===== src/hw/rtl/ams_pkg.sv =====
// Shared definitions for the axial mean subtract block: field widths,
// register indexes, opcodes, reset values and the configuration struct.
// No dependencies.
`timescale 1ns / 1ps

package ams_pkg;

  // Widths of the item fields and configuration registers.
  localparam int COORD_W    = 6;
  localparam int NCOORD_W   = COORD_W + 1;  // neighbours stay below a 7-bit size
  localparam int STEP_W     = 6;
  localparam int REACH_W    = 4;
  localparam int SIZE_W     = 7;
  localparam int SAMPLE_W   = 8;
  localparam int FILT_W     = 8;
  localparam int NCNT_W     = 6;
  localparam int CFG_IDX_W  = 3;
  localparam int CFG_DATA_W = 7;

  // Default store geometry.
  localparam int DEF_MAX_X     = 64;
  localparam int DEF_MAX_Y     = 64;
  localparam int DEF_MAX_Z     = 64;
  localparam int DEF_MAX_REACH = 8;

  // Opcodes of an input word.
  localparam logic OP_LOAD  = 1'b0;
  localparam logic OP_QUERY = 1'b1;

  // Configuration register indexes.
  localparam logic [CFG_IDX_W-1:0] CFG_STEP   = 3'd0;
  localparam logic [CFG_IDX_W-1:0] CFG_REACH  = 3'd1;
  localparam logic [CFG_IDX_W-1:0] CFG_SIZE_X = 3'd2;
  localparam logic [CFG_IDX_W-1:0] CFG_SIZE_Y = 3'd3;
  localparam logic [CFG_IDX_W-1:0] CFG_SIZE_Z = 3'd4;

  // Reset values of the registers.
  localparam logic [STEP_W-1:0]  RST_STEP  = 6'd5;
  localparam logic [REACH_W-1:0] RST_REACH = 4'd3;
  localparam logic [SIZE_W-1:0]  RST_SIZE  = 7'd64;

  typedef struct packed {
    logic [STEP_W-1:0]  step;
    logic [REACH_W-1:0] reach;
    logic [SIZE_W-1:0]  size_x;
    logic [SIZE_W-1:0]  size_y;
    logic [SIZE_W-1:0]  size_z;
  } cfg_t;

  // Address bits needed for one axis of the store.
  function automatic int axis_bits(int extent);
    return (extent > 1) ? $clog2(extent) : 1;
  endfunction

endpackage


===== src/hw/rtl/ams_ctrl.sv =====
// Sequencer of the axial mean subtract block: writes loads into the voxel
// store, walks the neighbours of a query through the read port, sums them,
// then runs the mean subtraction through the serial divider. Depends on ams_pkg.
`timescale 1ns / 1ps

module ams_ctrl import ams_pkg::*; #(
  parameter int MAX_X     = DEF_MAX_X,
  parameter int MAX_Y     = DEF_MAX_Y,
  parameter int MAX_Z     = DEF_MAX_Z,
  parameter int MAX_REACH = DEF_MAX_REACH,
  parameter int AW        = 18,
  parameter int CNT_W     = 6,
  parameter int NUM_W     = 14
) (
  input  logic                clk,
  input  logic                rst,
  input  cfg_t                cfg,
  input  logic                in_valid,
  output logic                in_ready,
  input  logic                opcode,
  input  logic [COORD_W-1:0]  pos_x,
  input  logic [COORD_W-1:0]  pos_y,
  input  logic [COORD_W-1:0]  pos_z,
  input  logic [SAMPLE_W-1:0] sample,
  output logic                out_valid,
  input  logic                out_ready,
  output logic [FILT_W-1:0]   filtered,
  output logic [NCNT_W-1:0]   neighbour_count,
  output logic                mem_we,
  output logic [AW-1:0]       mem_waddr,
  output logic [SAMPLE_W-1:0] mem_wdata,
  output logic                mem_re,
  output logic [AW-1:0]       mem_raddr,
  input  logic [SAMPLE_W-1:0] mem_rdata,
  output logic                div_start,
  output logic [NUM_W-1:0]    div_dividend,
  output logic [CNT_W-1:0]    div_divisor,
  input  logic                div_done,
  input  logic [NUM_W-1:0]    div_quo
);

  localparam int XW     = axis_bits(MAX_X);
  localparam int YW     = axis_bits(MAX_Y);
  localparam int ZW     = axis_bits(MAX_Z);
  localparam int RNG_W  = $clog2(MAX_REACH + 1);
  localparam int DIST_W = STEP_W + RNG_W;
  localparam int POS_W  = DIST_W + 1;
  localparam int SUM_W  = SAMPLE_W + CNT_W;

  typedef enum logic [2:0] {
    S_IDLE, S_SCAN, S_CENTER, S_CWAIT, S_MUL, S_DIV, S_DONE
  } state_t;

  typedef enum logic [2:0] {
    D_XM, D_XP, D_YM, D_YP, D_ZM, D_ZP
  } dir_t;

  state_t              state;
  dir_t                dir;
  logic [COORD_W-1:0]  qx, qy, qz;
  logic [SIZE_W-1:0]   sx, sy, sz;
  logic [RNG_W-1:0]    rings;
  logic [RNG_W-1:0]    ring;
  logic [STEP_W-1:0]   stp;
  logic [DIST_W-1:0]   ring_dist;
  logic                rd_pend;
  logic [SUM_W-1:0]    sum;
  logic [CNT_W-1:0]    cnt;
  logic [SAMPLE_W-1:0] c;
  logic [NUM_W-1:0]    num;
  logic [FILT_W-1:0]   res;

  logic [SIZE_W-1:0]   qsx, qsy, qsz;
  logic [RNG_W-1:0]    qrings;
  logic                outside;
  logic                load_inb;
  logic                accept;

  logic [COORD_W-1:0]  axc;
  logic [SIZE_W-1:0]   axs;
  logic                minus;
  logic [POS_W-1:0]    up_pos;
  logic [POS_W-1:0]    dn_pos;
  logic                cand_ok;
  logic [NCOORD_W-1:0] cand_pos;
  logic [NCOORD_W-1:0] nx, ny, nz;

  function automatic logic [AW-1:0] vaddr(logic [NCOORD_W-1:0] x,
                                          logic [NCOORD_W-1:0] y,
                                          logic [NCOORD_W-1:0] z);
    logic [31:0] tx;
    logic [31:0] ty;
    logic [31:0] tz;
    tx = 32'(x);
    ty = 32'(y);
    tz = 32'(z);
    return {tz[ZW-1:0], ty[YW-1:0], tx[XW-1:0]};
  endfunction

  // Effective sizes and ring count for an arriving query.
  always_comb begin
    qsx     = (32'(cfg.size_x) > MAX_X) ? SIZE_W'(MAX_X) : cfg.size_x;
    qsy     = (32'(cfg.size_y) > MAX_Y) ? SIZE_W'(MAX_Y) : cfg.size_y;
    qsz     = (32'(cfg.size_z) > MAX_Z) ? SIZE_W'(MAX_Z) : cfg.size_z;
    qrings  = (32'(cfg.reach) > MAX_REACH) ? RNG_W'(MAX_REACH) : RNG_W'(cfg.reach);
    outside = (SIZE_W'(pos_x) >= qsx) || (SIZE_W'(pos_y) >= qsy) ||
              (SIZE_W'(pos_z) >= qsz);
    load_inb = (32'(pos_x) < MAX_X) && (32'(pos_y) < MAX_Y) && (32'(pos_z) < MAX_Z);
  end

  assign in_ready  = (state == S_IDLE);
  assign accept    = in_valid && in_ready;
  assign mem_we    = accept && (opcode == OP_LOAD) && load_inb;
  assign mem_waddr = vaddr(NCOORD_W'(pos_x), NCOORD_W'(pos_y), NCOORD_W'(pos_z));
  assign mem_wdata = sample;

  // One candidate neighbour per cycle: pick the axis, then test the ring
  // distance against the lower edge or the upper size.
  always_comb begin
    unique case (dir)
      D_XM, D_XP: begin
        axc = qx;
        axs = sx;
      end
      D_YM, D_YP: begin
        axc = qy;
        axs = sy;
      end
      D_ZM, D_ZP: begin
        axc = qz;
        axs = sz;
      end
      default: begin
        axc = qx;
        axs = sx;
      end
    endcase
    minus    = (dir == D_XM) || (dir == D_YM) || (dir == D_ZM);
    up_pos   = POS_W'(axc) + POS_W'(ring_dist);
    dn_pos   = POS_W'(axc) - POS_W'(ring_dist);
    cand_ok  = minus ? (POS_W'(axc) >= POS_W'(ring_dist)) : (up_pos < POS_W'(axs));
    cand_pos = minus ? NCOORD_W'(dn_pos) : NCOORD_W'(up_pos);
    nx = ((dir == D_XM) || (dir == D_XP)) ? cand_pos : NCOORD_W'(qx);
    ny = ((dir == D_YM) || (dir == D_YP)) ? cand_pos : NCOORD_W'(qy);
    nz = ((dir == D_ZM) || (dir == D_ZP)) ? cand_pos : NCOORD_W'(qz);
  end

  assign mem_re    = ((state == S_SCAN) && cand_ok) || (state == S_CENTER);
  assign mem_raddr = (state == S_SCAN) ? vaddr(nx, ny, nz) :
                     vaddr(NCOORD_W'(qx), NCOORD_W'(qy), NCOORD_W'(qz));

  assign div_start    = (state == S_MUL) && (num > NUM_W'(sum));
  assign div_dividend = num - NUM_W'(sum);
  assign div_divisor  = cnt;

  always_ff @(posedge clk) begin
    if (rst) begin
      state     <= S_IDLE;
      rd_pend   <= 1'b0;
      out_valid <= 1'b0;
      cnt       <= '0;
      rings     <= '0;
    end else begin
      rd_pend <= (state == S_SCAN) && cand_ok;
      if (rd_pend) begin
        sum <= sum + SUM_W'(mem_rdata);
        cnt <= cnt + CNT_W'(1);
      end
      // In the done state the output register is refilled instead.
      if (out_valid && out_ready && (state != S_DONE)) begin
        out_valid <= 1'b0;
      end

      unique case (state)
        S_IDLE: begin
          if (accept && (opcode == OP_QUERY)) begin
            qx        <= pos_x;
            qy        <= pos_y;
            qz        <= pos_z;
            sx        <= qsx;
            sy        <= qsy;
            sz        <= qsz;
            rings     <= qrings;
            stp       <= cfg.step;
            ring      <= RNG_W'(1);
            ring_dist <= DIST_W'(cfg.step);
            dir       <= D_XM;
            sum       <= '0;
            cnt       <= '0;
            res       <= '0;
            if (outside) begin
              state <= S_DONE;
            end else if (qrings == '0) begin
              state <= S_CENTER;
            end else begin
              state <= S_SCAN;
            end
          end
        end
        S_SCAN: begin
          unique case (dir)
            D_XM: dir <= D_XP;
            D_XP: dir <= D_YM;
            D_YM: dir <= D_YP;
            D_YP: dir <= D_ZM;
            D_ZM: dir <= D_ZP;
            default: begin
              dir <= D_XM;
              if (ring == rings) begin
                state <= S_CENTER;
              end else begin
                ring      <= ring + RNG_W'(1);
                ring_dist <= ring_dist + DIST_W'(stp);
              end
            end
          endcase
        end
        S_CENTER: begin
          state <= S_CWAIT;
        end
        S_CWAIT: begin
          c <= mem_rdata;
          if (cnt == '0) begin
            res   <= mem_rdata;
            state <= S_DONE;
          end else begin
            num   <= NUM_W'(mem_rdata) * NUM_W'(cnt);
            state <= S_MUL;
          end
        end
        S_MUL: begin
          if (num > NUM_W'(sum)) begin
            state <= S_DIV;
          end else begin
            res   <= '0;
            state <= S_DONE;
          end
        end
        S_DIV: begin
          if (div_done) begin
            res   <= FILT_W'(div_quo);
            state <= S_DONE;
          end
        end
        S_DONE: begin
          if (!out_valid || out_ready) begin
            out_valid       <= 1'b1;
            filtered        <= res;
            neighbour_count <= NCNT_W'(cnt);
            state           <= S_IDLE;
          end
        end
        default: begin
          state <= S_IDLE;
        end
      endcase
    end
  end

  a_cnt_bound: assert property (@(posedge clk) disable iff (rst)
    32'(cnt) <= 6 * 32'(rings))
    else $error("neighbour count exceeds six per ring");

  a_quo_le_center: assert property (@(posedge clk) disable iff (rst)
    div_done |-> (div_quo <= NUM_W'(c)))
    else $error("quotient larger than the centre value");

  a_no_late_read: assert property (@(posedge clk) disable iff (rst)
    (state == S_CWAIT) |-> !rd_pend)
    else $error("neighbour read still pending at centre capture");

  a_no_rings_no_cnt: assert property (@(posedge clk) disable iff (rst)
    ((state == S_CWAIT) && (rings == '0)) |-> (cnt == '0))
    else $error("neighbours counted with zero rings");

  a_out_from_done: assert property (@(posedge clk) disable iff (rst)
    $rose(out_valid) |-> ($past(state) == S_DONE))
    else $error("result word raised outside the done state");

endmodule


===== config.mk =====
export PLATFORM = sky130hd
export DESIGN_NAME = ams_ctrl
export DESIGN_NICKNAME = d
export VERILOG_FILES = /design/src/hw/rtl/ams_pkg.sv /design/src/hw/rtl/ams_ctrl.sv
export SDC_FILE = /design/constraint.sdc
export NUM_CORES = 1
export LEC_CHECK = 0
export ABC_AREA = 1
export BUFFER_PORTS_ARGS = -buffer_cell sky130_fd_sc_hd__buf_2
export CAP_MARGIN = 20
export CORE_AREA = 2 2 156 189
export DETAILED_ROUTE_END_ITERATION = 10
export DIE_AREA = 0 0 158 191
export GPL_TIMING_DRIVEN = 0
export MAX_ROUTING_LAYER = met4
export PLACE_DENSITY_LB_ADDON = 0.2
export SYNTH_ARGS = -nofsm -noshare
export SYNTH_HDL_FRONTEND = slang
export SYNTH_SLANG_ARGS = --single-unit

===== constraint.sdc =====
create_clock -name clk -period 5.71 [get_ports clk]
set_input_delay 1.713 -clock clk [delete_from_list [all_inputs] [get_ports clk]]
set_output_delay 1.713 -clock clk [all_outputs]
set_load 0.02 [all_outputs]

# Word level (Yosys, flattened, before mapping)
# Index checks and enable logic that the tools add are counted.
# word_totals
register_bits	127
latchBits	0
ramBits	0
romBits	0
inputBits	85
out_inout_bits	83
wordCells	143
memories	0
# classes
n_addsub	7
n_mul	1
n_div	0
order_cmp	10
n_eq_ne	21
shift	0
muxes	47
bitwise	3
reduce_logical	34
# ops
operator	n
14-bit two-way mux	3
6-bit two-way mux	7
8-bit two-way mux	4
8-bit case mux with 4 select lines	1
10-bit two-way mux	3
6-bit by 7-bit >= comparator with 1-bit output	3
7-bit greater-than comparator (second input constant)	3
3-bit two-way mux	7
7-bit two-way mux	3
3-bit case mux with 7 select lines	1
10-bit case mux with 2 select lines	1
18-bit two-way mux	1
4-bit two-way mux	4
3-bit equality test (second input constant)	5
3-bit case mux with 5 select lines	1
14-bit by 8-bit adder with 14-bit output	1
14-bit greater-than comparator	1
8-bit by 6-bit multiplier with 14-bit output	1
7-bit case mux with 2 select lines	1
14-bit subtractor	1
3-bit by 2-bit equality test with 1-bit output (second input constant)	4
2-bit != test (second input constant)	6
6-bit case mux with 2 select lines	1
3-bit AND reduction	4
other kinds (30)	56

# Logic depth before layout (Yosys ltp)
# logic_depth
ltp_word	8
mapped_depth	21
depth_no_buf	20

# Least setup slack after synthesis
# Ideal clock, no wire load.
# synth_path
path_kind	flip-flop to output port
from	reg dir[1]
to	out mem_re
t_arrival_ps	3341
required_ps	3997
setup_slack_ps	656
stages_incl_launch_ff	19
path_buffers	2
path_cell_list	edfxtp_1 inv_2 ha_1 clkbuf_1 clkbuf_1 o221ai_1 o21ai_0 inv_1 ha_1 a21o_1 a31o_2 or2_0 and2_1 ha_1 a21oi_1 nand2_1 nand2_1 nand4_1 nand3_1
# synth_between
elab_chain_len	8
word_cells_on_any_way	17
classes_between	1 x add/sub; 2 x order compare; 4 x eq/ne; 3 x mux; 7 x reduce/logical
# synth_lines
item	line	rtl
start, declared	ams_ctrl.sv:59	dir_t dir;
start signal, assigned	ams_ctrl.sv:187	dir <= D_XM;
start signal, assigned	ams_ctrl.sv:202	D_XM: dir <= D_XP;
start signal, assigned	ams_ctrl.sv:203	D_XP: dir <= D_YM;
3-bit equality test (tied with other cells)	ams_ctrl.sv:120, ams_ctrl.sv:138	
2-bit OR reduction	ams_ctrl.sv:120	unique case (dir)
6-bit case mux with 2 select lines	ams_ctrl.sv:120	
6-bit by 10-bit adder with 11-bit output	ams_ctrl.sv:139	up_pos = POS_W'(axc) + POS_W'(ring_dist);
11-bit by 7-bit less-than comparator with 1-bit output	ams_ctrl.sv:141	cand_ok = minus ? (POS_W'(axc) >= POS_W'(ring_dist)) : (up_pos < POS_W'(axs));
1-bit two-way mux (*)	ams_ctrl.sv:141	
1-bit logical AND (*)	ams_ctrl.sv:148	assign mem_re = ((state == S_SCAN) && cand_ok) || (state == S_CENTER);
1-bit logical OR (*)	ams_ctrl.sv:148	
end, declared	ams_ctrl.sv:32	output logic mem_re,
# Mark *: on every way between the ends. The rest lies on a longest branch, timed or not.

# Worst setup path in the final report
# Ends and elaborated chain as after synthesis.

==> impl_metrics.csv <==
group,metric,value,unit
status,status,"finished clean",
sta,relSlewSlack,0.446,
layout,antenna_cells,0,
hold_path,hp-class,"reg -> reg",
hold_path,min_from,"res[4]",
worst_setup_path,slowest_stage,"edfxtp_1",
cts,clk_latency,0.43,ns
synth,synth.top_cell.area_share,0.342,
cts,hold_buffers,0,
cts,cts-root-buf,"clkbuf_16",
worst_setup_path,r2r_cells,16,
worst_setup_path,cp.arrival,3.79,ns
sta,worstMarginPinSlew,0.830,ns
global_route,grt_usage,0.179,
synth,synth_cell_types,50,
worst_setup_path,r2r-end,"num[11]",
global_route,grt_antenna_before_repair,0,
floorplanning,initial_core_util,0.346,
route,wl_per_cell,14.5,microns
synth,synth-edff-count,112,
sta,fmax,0.182,GHz
synth,async_flop_share,0,
synth,synth_ff_type,"edfxtp_1",
place,pre_cts_ws,-0.162,ns
hold_path,hold_depth,0,
layout,fin_area,11900,sq um
cts,clock_sinks,127,
layout,num-nets-final,1568,
layout,fin_util,0.417,
synth,ys_ff_latch,127,
hold_path,min_to,"filtered[4]",
layout,area_growth,20.7,%
synth,syn_area_per_cell,8.32,sq um
worst_setup_path,worst_path_largest_cell_delay,0.40,ns
pwr,power_density,354,nW/um^2
route,drc,0,
floorplanning,coreArea,28400,sq um
layout,drive_gt1_frac,0.202,
floorplanning,die_area,30200,sq um
pwr,ir_worst_vdd,0.171,mV
cts,htreeDepth,4,
global_route,grt_pass1_vias,8121,
place,gp_congestion,0.893,
route,drt_iter0_drc,367,
run,maxCapViolCount,0,
worst_setup_path,rrSetupSlack,1.52,ns
cts,cts_buffers,17,
floorplanning,die_x,158,microns
sta,drv_slew,0,
route,wirelength,25500,microns
synth,synth_cells,1181,
worst_setup_path,start_kind,"register",
worst_setup_path,cp_cell_sequence,"inv_2, ha_4, inv_1, o221ai_2, o21ai_2, inv_1, ha_1, inv_1, fa_2, inv_2, nand4_1, nand4_1, nand2_1, ha_1, a211o_1, nor3_2, nand4_1, nand3_2, buf_4",
route,detail-route-antenna-nets,0,
global_route,grt_max_degree,35,
synth,syn_nets,1389,
worst_setup_path,crit_type,"reg -> out",
sta,setup_viol,0,
route,drt_first_pass_iters,5,
sta,hold_viol,0,
sta,skew,0.0103,ns
global_route,grt_pass1_wl,40500,microns
sta,fin_crit,5.50,ns
worst_setup_path,rr_startpoint,"div_divisor[2]",
synth,ys_seq_area_frac,0.373,
floorplanning,io_pins,168,
synth,synth.cell_area,9820,sq um
worst_setup_path,worstPathMaxFanout,5,
sta,min_period_over_period,0.964,
synth,synthTopCellsByArea,"edfxtp_1 34%, ha_1 12%, nand2_1 9.7%, inv_1 8.0%, fa_1 6.1%",
route,drt-vias-per-instance,4.71,
place,place_area,11100,sq um
worst_setup_path,critPathRequiredTime,4.00,ns
place,io_buffers,152,
pwr,p_leak,5.75,nW
sta,final.setup.tns,0,ns
cts,path_clk_slew,0.06,ns
place,hpwl,20400,microns
worst_setup_path,critPathBufInv,6,
cts,cts_tree,"done",
synth,synth_warnings,0,
worst_setup_path,path_delay_family,"adder cells",
floorplanning,num_rows,68,
worst_setup_path,crit_path_end_kind,"output pin",
route,vias,8273,
floorplanning,die_y,191,microns
global_route,grt_overflow,0,
synth,synth_largest_area_cell,"edfxtp_1",
sta,layout_setup_ws,0.206,ns
cts,cts_max_path_buffers,2,
## power breakdown
part	internal (W)	switching, W
sequential	0.00118	0.0000891
combinational	0.000652	0.00117
clock	0.000686	0.000421
total	0.00252	0.00168
## routing by layer
metal,GRT usage,share of wire
met5,-,0
met4,0.0485,0.0099
met3,0.0240,0.035
met2,0.322,0.53
met1,0.209,0.43
## timing repair
| action | in CTS | in global routing |
|---|---|---|
| gates resized for setup | 13 | 14 |
| setup endpoints to repair | 10 | 1 |
| pin swaps | 2 | 3 |
| buffers inserted | 5 | 2 |
## metrics by stage
stage	total power, W	hold slack [ns]	instances
final	0.00420	0.417	1758
after global routing	0.00452	0.426	1758
after CTS	0.00420	0.418	1756
after detailed placement	0.00305	0.405	1722
after global placement	0.00302	0.401	1718
after floorplan	0.00252	0.400	1181
## cell type report
type	count	area (sq um)
Clock inverter	13	164
Sequential cell	127	3660
Inverter	220	831
Timing Repair Buffer	163	862
Tap cell	385	482
Buffer	47	299
Multi-Input combinational cell	784	5120
Fill cell	2970	16600
Clock buffer	19	433
## cells by family after synthesis
kind of cell	share of synthesized area
AOI/OAI and AO/OA	0.103
DFF	0.373
xor gates and xnor gates	0.0339
adders and majority gates	0.180
buffers and inverters	0.115
and+or+nand+nor	0.196
## synth_stat cells (10+ instances only)
cell type / count
o21ai_0: 59
xnor2_1: 10
nand3_1: 59
ha_1: 93
clkbuf_1: 15
a21oi_1: 66
dfxtp_1: 15
nor3_1: 15
inv_1: 209
xor2_1: 28
edfxtp_1: 112
nor2_1: 81
fa_1: 30
buf_4: 28
nand4_1: 11
nand2_1: 254
## how the worst max path moves through the flow
| stage | slack (ns) | depth (start not counted) | endpoint | from |
|---|---|---|---|---|
| 2_1_floorplan | 0.66 | 18 | mem_re | dir[1] |
| 3_3_place_gp | -0.14 | 19 | mem_re | dir[1] |
| 3_5_place_dp | -0.16 | 19 | mem_re | dir[1] |
| 4_1_cts | 0.006 | 19 | mem_re | dir[1] |
| 5_1_grt | -0.02 | 19 | mem_re | dir[1] |
| 6_report | 0.21 | 19 | mem_re | dir[1] |
## layout by cell type, fill, tap and decap left out, types with 28 or more instances in the layout
cell      count
ha_1         88
buf_2       158
inv_1       206
nand2_1     254
xor2_1       28
nand3_1      58
a21oi_1      66
edfxtp_1    112
o21ai_0      56
nor2_1       80
buf_4        38
fa_1         29
## registers in the layout, indices dropped and copies added (netlist names)
register / count
sy: 7
ring: 4
num: 14
qy: 6
ring_dist: 10
filtered: 8
sz: 7
div_divisor: 6
sum: 14
qx: 6
qz: 6
state: 3
rings: 4
stp: 6
dir: 3
rd_pend: 1
out_valid: 1
res: 8
neighbour_count: 6
sx: 7
Power figures use the tool's default switching activity.
