$ cat src/hw/rtl/ams_pkg.sv
// Shared definitions for the axial mean subtract block: field widths,
// register indexes, opcodes, reset values and the configuration struct.
// No dependencies.
`timescale 1ns / 1ps

package ams_pkg;

  // Widths of the item fields and configuration registers.
  localparam int COORD_W    = 6;
  localparam int NCOORD_W   = COORD_W + 1;  // neighbours stay below a 7-bit size
  localparam int STEP_W     = 6;
  localparam int REACH_W    = 4;
  localparam int SIZE_W     = 7;
  localparam int SAMPLE_W   = 8;
  localparam int FILT_W     = 8;
  localparam int NCNT_W     = 6;
  localparam int CFG_IDX_W  = 3;
  localparam int CFG_DATA_W = 7;

  // Default store geometry.
  localparam int DEF_MAX_X     = 64;
  localparam int DEF_MAX_Y     = 64;
  localparam int DEF_MAX_Z     = 64;
  localparam int DEF_MAX_REACH = 8;

  // Opcodes of an input word.
  localparam logic OP_LOAD  = 1'b0;
  localparam logic OP_QUERY = 1'b1;

  // Configuration register indexes.
  localparam logic [CFG_IDX_W-1:0] CFG_STEP   = 3'd0;
  localparam logic [CFG_IDX_W-1:0] CFG_REACH  = 3'd1;
  localparam logic [CFG_IDX_W-1:0] CFG_SIZE_X = 3'd2;
  localparam logic [CFG_IDX_W-1:0] CFG_SIZE_Y = 3'd3;
  localparam logic [CFG_IDX_W-1:0] CFG_SIZE_Z = 3'd4;

  // Reset values of the registers.
  localparam logic [STEP_W-1:0]  RST_STEP  = 6'd5;
  localparam logic [REACH_W-1:0] RST_REACH = 4'd3;
  localparam logic [SIZE_W-1:0]  RST_SIZE  = 7'd64;

  typedef struct packed {
    logic [STEP_W-1:0]  step;
    logic [REACH_W-1:0] reach;
    logic [SIZE_W-1:0]  size_x;
    logic [SIZE_W-1:0]  size_y;
    logic [SIZE_W-1:0]  size_z;
  } cfg_t;

  // Address bits needed for one axis of the store.
  function automatic int axis_bits(int extent);
    return (extent > 1) ? $clog2(extent) : 1;
  endfunction

endpackage

$ cat src/hw/rtl/ams_div.sv
// Restoring divider that retires one quotient bit per cycle.
// Depends on ams_pkg only for the house import.
`timescale 1ns / 1ps

module ams_div import ams_pkg::*; #(
  parameter int NUM_W = 14,
  parameter int DEN_W = 6
) (
  input  logic             clk,
  input  logic             rst,
  input  logic             start,
  input  logic [NUM_W-1:0] dividend,
  input  logic [DEN_W-1:0] divisor,
  output logic             done,
  output logic [NUM_W-1:0] quotient
);

  localparam int SC_W = $clog2(NUM_W + 1);

  logic             busy;
  logic [SC_W-1:0]  steps;
  logic [DEN_W-1:0] rem;
  logic [DEN_W-1:0] dvs;
  logic [NUM_W-1:0] quo;
  logic [DEN_W:0]   shifted;
  logic [DEN_W:0]   diff;
  logic             fits;

  always_comb begin
    shifted = {rem, quo[NUM_W-1]};
    diff    = shifted - {1'b0, dvs};
    fits    = shifted >= {1'b0, dvs};
  end

  always_ff @(posedge clk) begin
    if (rst) begin
      busy <= 1'b0;
      done <= 1'b0;
    end else begin
      done <= 1'b0;
      if (start) begin
        busy  <= 1'b1;
        steps <= SC_W'(NUM_W);
        rem   <= '0;
        quo   <= dividend;
        dvs   <= divisor;
      end else if (busy) begin
        // The partial remainder always stays below the divisor.
        rem   <= fits ? DEN_W'(diff) : DEN_W'(shifted);
        quo   <= {quo[NUM_W-2:0], fits};
        steps <= steps - SC_W'(1);
        if (steps == SC_W'(1)) begin
          busy <= 1'b0;
          done <= 1'b1;
        end
      end
    end
  end

  assign quotient = quo;

endmodule

$ cat config.mk
export PLATFORM = sky130hd
export DESIGN_NAME = ams_div
export DESIGN_NICKNAME = d
export VERILOG_FILES = /design/src/hw/rtl/ams_pkg.sv /design/src/hw/rtl/ams_div.sv
export SDC_FILE = /design/constraint.sdc
export NUM_CORES = 1
export LEC_CHECK = 0
export ABC_AREA = 1
export BUFFER_PORTS_ARGS = -buffer_cell sky130_fd_sc_hd__buf_4
export CAP_MARGIN = 10
export CORE_ASPECT_RATIO = 0.6
export CORE_MARGIN = 1.5
export CORE_UTILIZATION = 35
export DETAILED_ROUTE_END_ITERATION = 16
export PLACE_DENSITY_LB_ADDON = 0.12
export SYNTH_ARGS = -nofsm -noshare
export SYNTH_HDL_FRONTEND = slang
export SYNTH_SLANG_ARGS = --single-unit
$ cat constraint.sdc
create_clock -name clk -period 2.6 [get_ports clk]
set_input_delay 0.39 -clock clk [delete_from_list [all_inputs] [get_ports clk]]
set_output_delay 0.39 -clock clk [all_outputs]
set_load 0.03 [all_outputs]
# ---- Yosys cells after proc, flatten, opt, wreduce, memory -nomap -nowiden
# Index checks and enable logic that the tools add are counted.
dict set report word_totals {
  reg_bits 32
  out_inout_bits 15
}
dict set report classes {
  n_addsub 2
  n_lt_le_gt_ge 1
  eq_ne 1
  mux 9
  bitwise 2
  n_reduce_logical 4
}
# cell count
set ops {}
lappend ops {{14-bit two-way mux} 2}
lappend ops {{6-bit two-way mux} 2}
lappend ops {{7-bit by 6-bit greater-or-equal comparator with 1-bit output} 1}
lappend ops {{6-bit subtractor} 1}
lappend ops {{4-bit by 1-bit equality test with 1-bit output (second input constant)} 1}
lappend ops {{1-bit two-way mux} 4}
lappend ops {{4-bit two-way mux} 1}
lappend ops {{2-bit AND reduction} 2}
lappend ops {{4-bit by 1-bit subtractor with 4-bit output (second input constant)} 1}
lappend ops {{3-bit OR reduction} 1}
lappend ops {{1-bit NOT} 2}
lappend ops {{2-bit nonzero test} 1}

# ---- Logic depth before layout (Yosys ltp)
# Gate-level depths: netlist of the first run.
dict set report depth {
  depth_word 4
  mapped_depth 11
}

# ---- Worst setup path after synthesis of the first run
# Ideal clock, no wire load.
dict set report synth_timing {
  path_type {input -> register}
  startpoint {input port start}
  endpoint {register quo[0] (netlist: quotient[0]), enable pin}
  setup_ns 0.414
  arrival_ns 1.887
  required_ns 2.186
  setup_slack_ns 0.298
  stages 3
  path_cell_list {buf_2 > inv_1 > a21oi_1}
}
dict set report synth_via {
  elab_chain_len 2
}
# element line
set synth_rtl {}
lappend synth_rtl {{start: declaration} ams_div.sv:11} ;# input logic start,
lappend synth_rtl {{2-bit nonzero test (no source line)} n/a}
lappend synth_rtl {{2-bit AND reduction (no source line)} n/a}
lappend synth_rtl {{end signal: assignment} ams_div.sv:45} ;# quo <= dividend;
lappend synth_rtl {{end signal: assignment} ams_div.sv:50} ;# quo <= {quo[NUM_W-2:0], fits};
lappend synth_rtl {{end: declaration} ams_div.sv:24} ;# logic [NUM_W-1:0] quo;
# No other way between the ends.
# A chain may end at the register's enable or synchronous reset.

# ---- Worst setup path after layout of the first run
dict set report layout_timing {
  startpoint {register quo[13] (netlist: quotient[13])}
  endpoint {register rem[4] (data pin)}
}
dict set report layout_via {
  elab_chain_len 3
}
# element line
set layout_rtl {}
lappend layout_rtl {{6-bit subtractor / 7-bit by 6-bit greater-or-equal comparator with 1-bit output (equally long branches)} {ams_div.sv:31, ams_div.sv:32}}
lappend layout_rtl {{6-bit two-way mux *} ams_div.sv:49} ;# rem <= fits ? DEN_W'(diff) : DEN_W'(shifted);
lappend layout_rtl {{6-bit two-way mux *} ams_div.sv:47} ;# end else if (busy) begin
lappend layout_rtl {{end signal: assignment} ams_div.sv:49}
lappend layout_rtl {{end: declaration} ams_div.sv:22} ;# logic [DEN_W-1:0] rem;
# Mark *: on every way between the ends. The rest lies on a longest branch, timed or not. The select of a mux whose other input is x is not followed.

==> results summary, run 1 <==
The most critical setup path has its startpoint at quotient[13]. Summed over all cells, the static leakage comes to 1.05 nW. The number of enable flip-flop cells after synthesis is 30. The detailed-router iteration count before antenna repair is 4. The initial antenna violation count is 0. At the end of routability-driven placement, the weighted congestion stood at 0.797.

The final count of pins violating max slew is 0. The sequential fraction of the synthesis area came out at 0.547. Input and output buffers added on the ports amount to 37.

The routing usage on met3 is 0.0480. The core outline area is 4660 µm². The first global-routing pass estimated 6030 µm of wire. The clock sink count came out at 32. The post-cts resize count came out at 0. Counting cells, the worst reg-to-reg path comes to 10. The iteration-0 DRC count of the detailed router came out at 89. The ratio of cells with drive above 1 in the final layout is 0.274.

TritonCTS built the clock tree. The mapped netlist covers 1720 µm². Data arrives at the worst endpoint at 1.91 ns. The worst setup path is launched from a flip-flop.

The count of nets left with antenna violations after detail routing came out at 0. The die is 93.5 µm wide. The primary flip-flop cell chosen by synthesis mapping is sky130_fd_sc_hd__edfxtp_1. The full die area is 5360 µm². The die boundary height is 57.3 µm. The pin count of the biggest net entering global routing is 23.

The root buffer cell chosen for the clock tree is sky130_fd_sc_hd__clkbuf_8. The worst max-slew margin expressed relative to the limit is 0.768. The number of buffer and inverter stages on the critical path is 1. The worst register-to-register path begins at quotient[13]. After filler insertion, the fill cell instance count of the layout stands at 469. The async set or reset register ratio after synthesis is 0.

The highest attainable clock frequency came out at 0.536 GHz. In this run the most used layer during global routing was met1. In the final timing run, aggregate negative setup slack is 0 ns.

The sum of routed wire length over all layers is 3610 µm. Synthesis instantiated 25 different standard cells from the library. The largest fanout of any net on the critical path is 3.

The number of clock buffers inserted by TritonCTS is 5. The number of max-cap violations is 0. The count of boundary I/O pins came out at 38. Leaving out fill and tap cells, the most frequent cells in the layout are sky130_fd_sc_hd__nand2_1 (66), sky130_fd_sc_hd__buf_4 (40), sky130_fd_sc_hd__edfxtp_1 (30), sky130_fd_sc_hd__inv_1 (25), sky130_fd_sc_hd__nor2_1 (17). The clock insertion delay at the later pin of the skew report is 0.28 ns. After detailed routing, the number of remaining DRC violations is 0. Subtracting the final worst setup slack from the clock period gives 1.87 ns. The cell count after synthesis came out at 186. The flow ran to the end, and the final reports show no timing, DRC or antenna violations. In this run the worst setup path terminates at rem[4]. The number of buffers inserted for hold repair after clock tree synthesis is 0. The setup slack of the worst register-to-register path is 0.73 ns. The library cell used most frequently in the layout, excluding fill and tap cells, is sky130_fd_sc_hd__nand2_1. The clock-pin slew of the registers on the worst-case setup and hold paths came out at 0.07 ns. In this run, synthesis produced a sequential element count of 32. The global-route met2 utilization is 0.184. The relative area change from synthesis to final layout came out at 26.8%. The largest stage delay on the critical path is 0.41 ns. The routing usage on met1 came out at 0.247. The final count of hold timing violations is 0. The clock skew after layout came out at 0.00735 ns. The worst setup path is captured at a flip-flop. The power density over cell area came out at 609 nW/µm². The fraction of the core area covered by cells at the end of the flow is 0.469. The peak supply drop is 0.000251 V. The power consumption came out at 1.33 mW. Setup violations remaining at the end of the flow were counted as 0.

The post-detailed-route via-to-cell ratio is 4.33. The average routed wire per standard cell came out at 12.3 µm. The number of antenna diodes in the final layout is 0. The number of global-route vias before repair was 1,264. The maximum number of buffers from clock root to sink is 2. The critical register-to-register path endpoint is rem[4]. Global routing finished with a remaining overflow of 0.

The starting density of the core came out at 0.369. The via count came out at 1,270. The cell with the biggest individual delay on the critical path is sky130_fd_sc_hd__fa_1. Setup repair after global routing left no endpoint under its margin.

The initialized floorplan defines 19 standard-cell rows. The post-synthesis average cell area came out at 9.26 µm². The path type of the worst setup path is reg -> reg. The post-CTS setup-driven buffer insertion count is 0.

The number of nets in the final layout is 262. In this run the worst hold path is classified as in -> reg. The transition time at the pin with the least slew margin came out at 0.347 ns. In this design, the largest share of critical-path delay is due to adder cells. The number of stages on the worst setup path is 10. The critical path goes through inv_1 -> ha_1 -> fa_1 -> nand3b_1 -> nand3_1 -> nand2_1 -> nand2_1 -> nand2_1 -> nand2_1 -> nor2_1.

The H-tree level count is 2. The number of nets in the synthesized netlist came out at 219. The post-route clock period utilization came out at 0.718. Across every metal layer, demand over resource in global routing totals 0.152. The detailed placer's ending HPWL came out at 2750 µm. The worst endpoint required time is 2.64 ns.

The most numerous cell type found on the critical path is sky130_fd_sc_hd__nand2_1. The number of warning messages in the yosys log is 0.
power breakdown:
group          switching (mW)  total [mW]  internal, mW
Combinational           0.181       0.296         0.115
Sequential             0.0185       0.630         0.612
Clock                   0.190       0.404         0.214
worst register-to-register path, delay by kind of cell, from the launching register on:
kind / cells / cell delay (ns)
fa+ha+maj: 2 / 0.63
buf+inv: 1 / 0.09
flops: 1 / 0.36
simple gates: 7 / 0.56
final cells by class:
class	instances	area, µm²	area share
timing repair buffer	40	300	0.138
clock buffer	6	82.6	0.0378
tap	63	78.8	0.0361
multi-input combinational	123	664	0.304
inverter	27	101	0.0464
clock inverter	2	15.0	0.00688
sequential	32	941	0.431
worst min path at each step:
stage	startpoint	to	slack (ns)	cells past startpoint
finish	divisor[4]	dvs[4]	0.28	1
global route	divisor[3]	dvs[3]	0.26	1
CTS	divisor[3]	dvs[3]	0.27	1
detailed placement	busy	done	0.47	2
global placement	busy	done	0.46	2
floorplan	busy	done	0.42	2
through the flow:
step	hold WS (ns)	instances	setup slack [ns]	area (µm²)
final	0.280	293	0.734	2180
after global routing	0.262	293	0.617	2180
after CTS	0.265	293	0.734	2180
after detailed placement	0.468	285	0.735	2090
after global placement	0.461	285	0.758	2090
after floorplan	0.421	186	0.298	1720
synthesized netlist by cell type (3+ instances only):
library cell,n,area share
sky130_fd_sc_hd__nand2_1,66,0.14
sky130_fd_sc_hd__edfxtp_1,30,0.52
sky130_fd_sc_hd__inv_1,25,0.055
sky130_fd_sc_hd__nor2_1,17,0.037
sky130_fd_sc_hd__ha_1,9,0.065
sky130_fd_sc_hd__nand3_1,6,0.017
sky130_fd_sc_hd__nand2_2,5,0.018
sky130_fd_sc_hd__a21oi_1,3,0.0087
sky130_fd_sc_hd__buf_2,3,0.0087
sky130_fd_sc_hd__o21ai_0,3,0.0087
cell families (layout without fill, tap and decap cells):
kind of cell,Yosys count,after routing,synth area share
AND/OR/NAND/NOR,104,104,0.274
flip-flops,32,32,0.547
buffers and inverters,31,75,0.0698
adder cells (fa/ha/maj),10,10,0.0770
AO/OA/AOI/OAI,7,7,0.0225
XOR/XNOR,2,2,0.0102
registers in the layout, summed over array words and instances (netlist names):
signal,count
busy,1
done,1
dvs,6
quotient,14
rem,6
steps,4
per-layer routing:
layer / part of all wire / vias up
met5: 0 / -
met3: 0.061 / 5
met4: 0.0086 / 0
met2: 0.35 / 34
met1: 0.58 / 555
li1: - / 676
(Power assumes the default switching activity.)
==> inputs of run 2 (changes only) <==
ABC_AREA = 0   (was 1)
clock period = 1.8 ns   (was 2.6 ns; I/O delays follow)
==> run 2 against run 1 <==
Sequential power up 46%; sequential share of layout area down 1.9 points; area after synthesis down 7.5%; the run now ends with negative setup slack left; largest cell class unchanged.
==> results summary, run 2 <==
The flow ran to the end, but the final reports show violations. The final reports fail on negative setup slack. The launching element type of the critical path is a flip-flop. The basic-gate share of the synthesized area counting and, or, nand and nor cells is 0.0754 (-0.199). Compared with the post-synthesis result, the final layout area differs by 43.4%.

The setup slack at placement came to -0.167 ns (-0.902 ns). The post-route cell area is 2280 µm² (+4.6%). The count of boundary I/O pins is 38 (unchanged). The peak supply drop is 0.000355 V (+41%).

The fraction of synthesized cell area in xor and xnor cells came out at 0.0220 (+0.0118). The total of flip-flops plus latches after synthesis is 32 (unchanged). The number of enable flip-flop cells after synthesis is 30 (unchanged). The count of nets left with antenna violations after detail routing came out at 0 (unchanged). TritonCTS built the clock tree.

The post-detailed-route via-to-cell ratio came to 4.66 (+7.4%). The die outline width is 90.1 µm (-3.7%). The shortest clock period the worst path allows after layout came to 1.89 ns (+0.0284 ns). The startpoint of the worst register-to-register path is rem[3]. The clock-pin slew of the registers on the worst-case setup and hold paths was 0.07 ns (about the same).

The initial antenna violation count came out at 0 (unchanged). The multiplexer fraction of the synthesized cell area is 0.112 (+0.112). The antenna diode count is 0 (unchanged).

Among all cell types in the netlist, the one instantiated most often is sky130_fd_sc_hd__edfxtp_1. The number of nets in the synthesized netlist was 149 (-32%). The H-tree level count is 2 (unchanged). The worst max-slew margin expressed relative to the limit is 0.766 (-0.00149). The maximum number of buffers from clock root to sink came out at 2 (unchanged). The transition time at the pin with the least slew margin came out at 0.349 ns (+0.00239 ns). The sum of routed wire length over all layers is 3270 µm (-9.3%). The number of library cell types mapped by synthesis came out at 29 (+16%). The cell count of the worst reg-to-reg path is 5 (-5). The data arrival time of the critical path came out at 1.92 ns (about the same). The largest fanout of any net on the critical path is 5 (+2). The number of nets in the final layout came out at 205 (-22%).

The combined area of all synthesized cells is 1590 µm² (-7.5%). The overall global routing resource usage is 0.139 (-0.0133). The area fraction of the dominant cell type after synthesis was 0.566 (+0.0423).

The fraction of the core area covered by cells at the end of the flow came out at 0.539 (+0.0707). The core outline area came out at 4230 µm² (-9.1%). The async set or reset register ratio after synthesis came to 0 (unchanged). The terminating pin of the worst hold path is dvs[3]. The placed instance count came out at 222 (-22%).

The clock sink count came out at 32 (unchanged). The library cells used most frequently in the layout, excluding fill and tap cells, are sky130_fd_sc_hd__buf_4 (50), sky130_fd_sc_hd__edfxtp_1 (30), sky130_fd_sc_hd__mux2_2 (13), sky130_fd_sc_hd__nor2_1 (9). The area of all sequential standard cells came to 941 µm² (unchanged).

The remaining routing DRC violations is 0 (unchanged). The number of max-cap violations is 0 (unchanged). The area used by multi-input combinational logic came out at 747 µm² (+12%). The synthesized-area fraction occupied by ao, oa, aoi and oai cells came out at 0.0888 (+0.0662). The pin count of the biggest net entering global routing came out at 22 (-4.3%). The number of cells on the worst hold path is 1 (unchanged). The sequential fraction of the synthesis area came out at 0.591 (+0.0442). The detailed placer's ending HPWL was 2450 µm (-11%). The post-route clock period utilization came out at 1.05 (+0.335).

The number of placement rows is 18 (-1). The number of flip-flops under the largest register name is 14 (unchanged). The clock insertion delay at the later pin of the skew report came to 0.28 ns (about the same).

The count of fill cells added during filler insertion came out at 387 (-17%). The leakage power total is 0.917 nW (-12%). The full die area is 4980 µm² (-7.2%). The count of input and output buffers came to 37 (unchanged). The master cell of the clock root buffer is sky130_fd_sc_hd__clkbuf_8.

In this run the most critical hold path is launched from divisor[3]. The kind of end point of the critical path is a flip-flop. The final count of hold timing violations came out at 0 (unchanged). The cell count after synthesis is 116 (-38%). The tightest min-delay check is of the in -> reg type.

After synthesis, the cell types taking the most area are sky130_fd_sc_hd__edfxtp_1 (57%), sky130_fd_sc_hd__mux2_2 (9.9%), sky130_fd_sc_hd__ha_1 (7.1%). The average routed wire per standard cell was 14.0 µm (+14%). The die boundary height is 55.3 µm (-3.6%). The power consumption came out at 2.07 mW (+56%). The post-synthesis average cell area is 13.7 µm² (+48%). The largest family of logic cells by synthesized area is multiplexers. The total global routing overflow came to 0 (unchanged). The setup slack of the worst register-to-register path was -0.09 ns (-0.83 ns). The starting density of the core is 0.376 (+0.00669). The highest attainable clock frequency is 0.528 GHz (-1.5%).

The top cell type by total area after synthesis is sky130_fd_sc_hd__edfxtp_1. The final number of setup-violating endpoints is 6 (+6). The detailed-router iteration count before antenna repair is 4 (unchanged). Sorting the synthesized cells by how often they occur yields sky130_fd_sc_hd__edfxtp_1 (30), sky130_fd_sc_hd__mux2_2 (14), sky130_fd_sc_hd__nor2_1 (10).

The iteration-0 DRC count of the detailed router is 56 (-37%). The final worst hold slack came out at 0.167 ns (-0.113 ns). The sum of negative setup slack is -0.259 ns (-0.259 ns). The library cell used most frequently in the layout, excluding fill and tap cells, is sky130_fd_sc_hd__buf_4.

The count of non-filler cells in the finished layout came out at 233 (-20%). The routability congestion estimate from global placement came out at 0.726 (-8.9%). The via count came to 1,085 (-15%). The global-route wire length before repair came out at 5330 µm (-12%). The final count of pins violating max slew is 0 (unchanged). The clock skew after layout came out at 0.00614 ns (-0.00121 ns).

The final critical-path setup slack came out at -0.0939 ns (-0.828 ns). The synthesized-area fraction occupied by adder cells is 0.0833 (+0.00623). The number of warning messages in the yosys log is 0 (unchanged). The worst endpoint required time came out at 1.82 ns (-0.82 ns). The number of global-route vias before repair came out at 1,083 (-14%). The number of clock buffers inserted by TritonCTS was 5 (unchanged). The ratio of cells with drive above 1 in the final layout came out at 0.543 (+0.269). The endpoint identified for the worst register-to-register timing path is quotient[0]. The path type of the worst setup path is reg -> reg. The primary flip-flop cell chosen by synthesis mapping is sky130_fd_sc_hd__edfxtp_1. Setup repair after global routing could not meet its margin everywhere. The post-place instance area is 2060 µm² (-1.2%). The power density over cell area is 907 nW/µm² (+49%).
-- run 2: cell types whose count changed after synthesis, moves of 5 or more --
cell	previous run	this run
sky130_fd_sc_hd__nand2_1	66	6
sky130_fd_sc_hd__nand3_1	6	1
sky130_fd_sc_hd__nor2_1	17	10
sky130_fd_sc_hd__inv_1	25	9
sky130_fd_sc_hd__mux2_2	0	14
sky130_fd_sc_hd__nand2_2	5	0
-- run 2: worst max path at each step --
stage / end / depth (start not counted) / slack (ns) / start
6_report: quotient[0] / 5 / -0.09 / rem[3]
5_1_grt: quotient[0] / 5 / -0.13 / rem[3]
4_1_cts: rem[5] / 5 / -0.08 / rem[4]
3_5_place_dp: quotient[0] / 5 / -0.17 / rem[3]
3_3_place_gp: quotient[0] / 5 / -0.13 / rem[3]
2_1_floorplan: rem[4] / 8 / -0.09 / quotient[13]
-- run 2: per-layer routing --
layer | vias to the layer above | GRT usage | share of wire
met5 | - | 0 | 0
met4 | 0 | 0.0204 | 0.0031
met3 | 2 | 0.0537 | 0.043
met2 | 17 | 0.198 | 0.43
met1 | 530 | 0.204 | 0.52
li1 | 536 | - | -
-- run 2: what timing repair did --
item,in CTS,in global routing
gates cloned,1,0
pin swaps,4,6
resized for setup,8,10
setup buffers,1,1
setup endpoints to repair,7,7
hold buffers,0,0
-- run 2: final cells by class --
cell class / count / area share
inverter: 10 / 0.0164
timing repair buffer: 50 / 0.164
multi-input combinational: 73 / 0.327
clock buffer: 6 / 0.0318
tap: 60 / 0.0329
clock inverter: 2 / 0.0153
sequential: 32 / 0.412
-- run 2: kinds of logic (layout without fill, tap and decap cells) --
family,count (synthesis),in the layout
flip-flops,32,32
adder cells (fa/ha/maj),10,10
AO/OA/AOI/OAI,17,18
buffers and inverters,12,68
AND/OR/NAND/NOR,25,25
XOR/XNOR,4,4
multiplexers,16,16
-- run 2: critical path, stage by stage (launching register included) --
cell	delay [ns]
sky130_fd_sc_hd__edfxtp_1	0.45
sky130_fd_sc_hd__ha_4	0.25
sky130_fd_sc_hd__a21o_1	0.18
sky130_fd_sc_hd__a211oi_4	0.35
sky130_fd_sc_hd__o21ai_4	0.14
sky130_fd_sc_hd__mux2_4	0.27
-- run 2: where the power goes --
group          total, mW  switching (mW)  internal (mW)
Clock              0.668           0.258          0.411
Sequential         0.918          0.0339          0.884
Combinational      0.486           0.238          0.248
Total               2.07           0.530           1.54
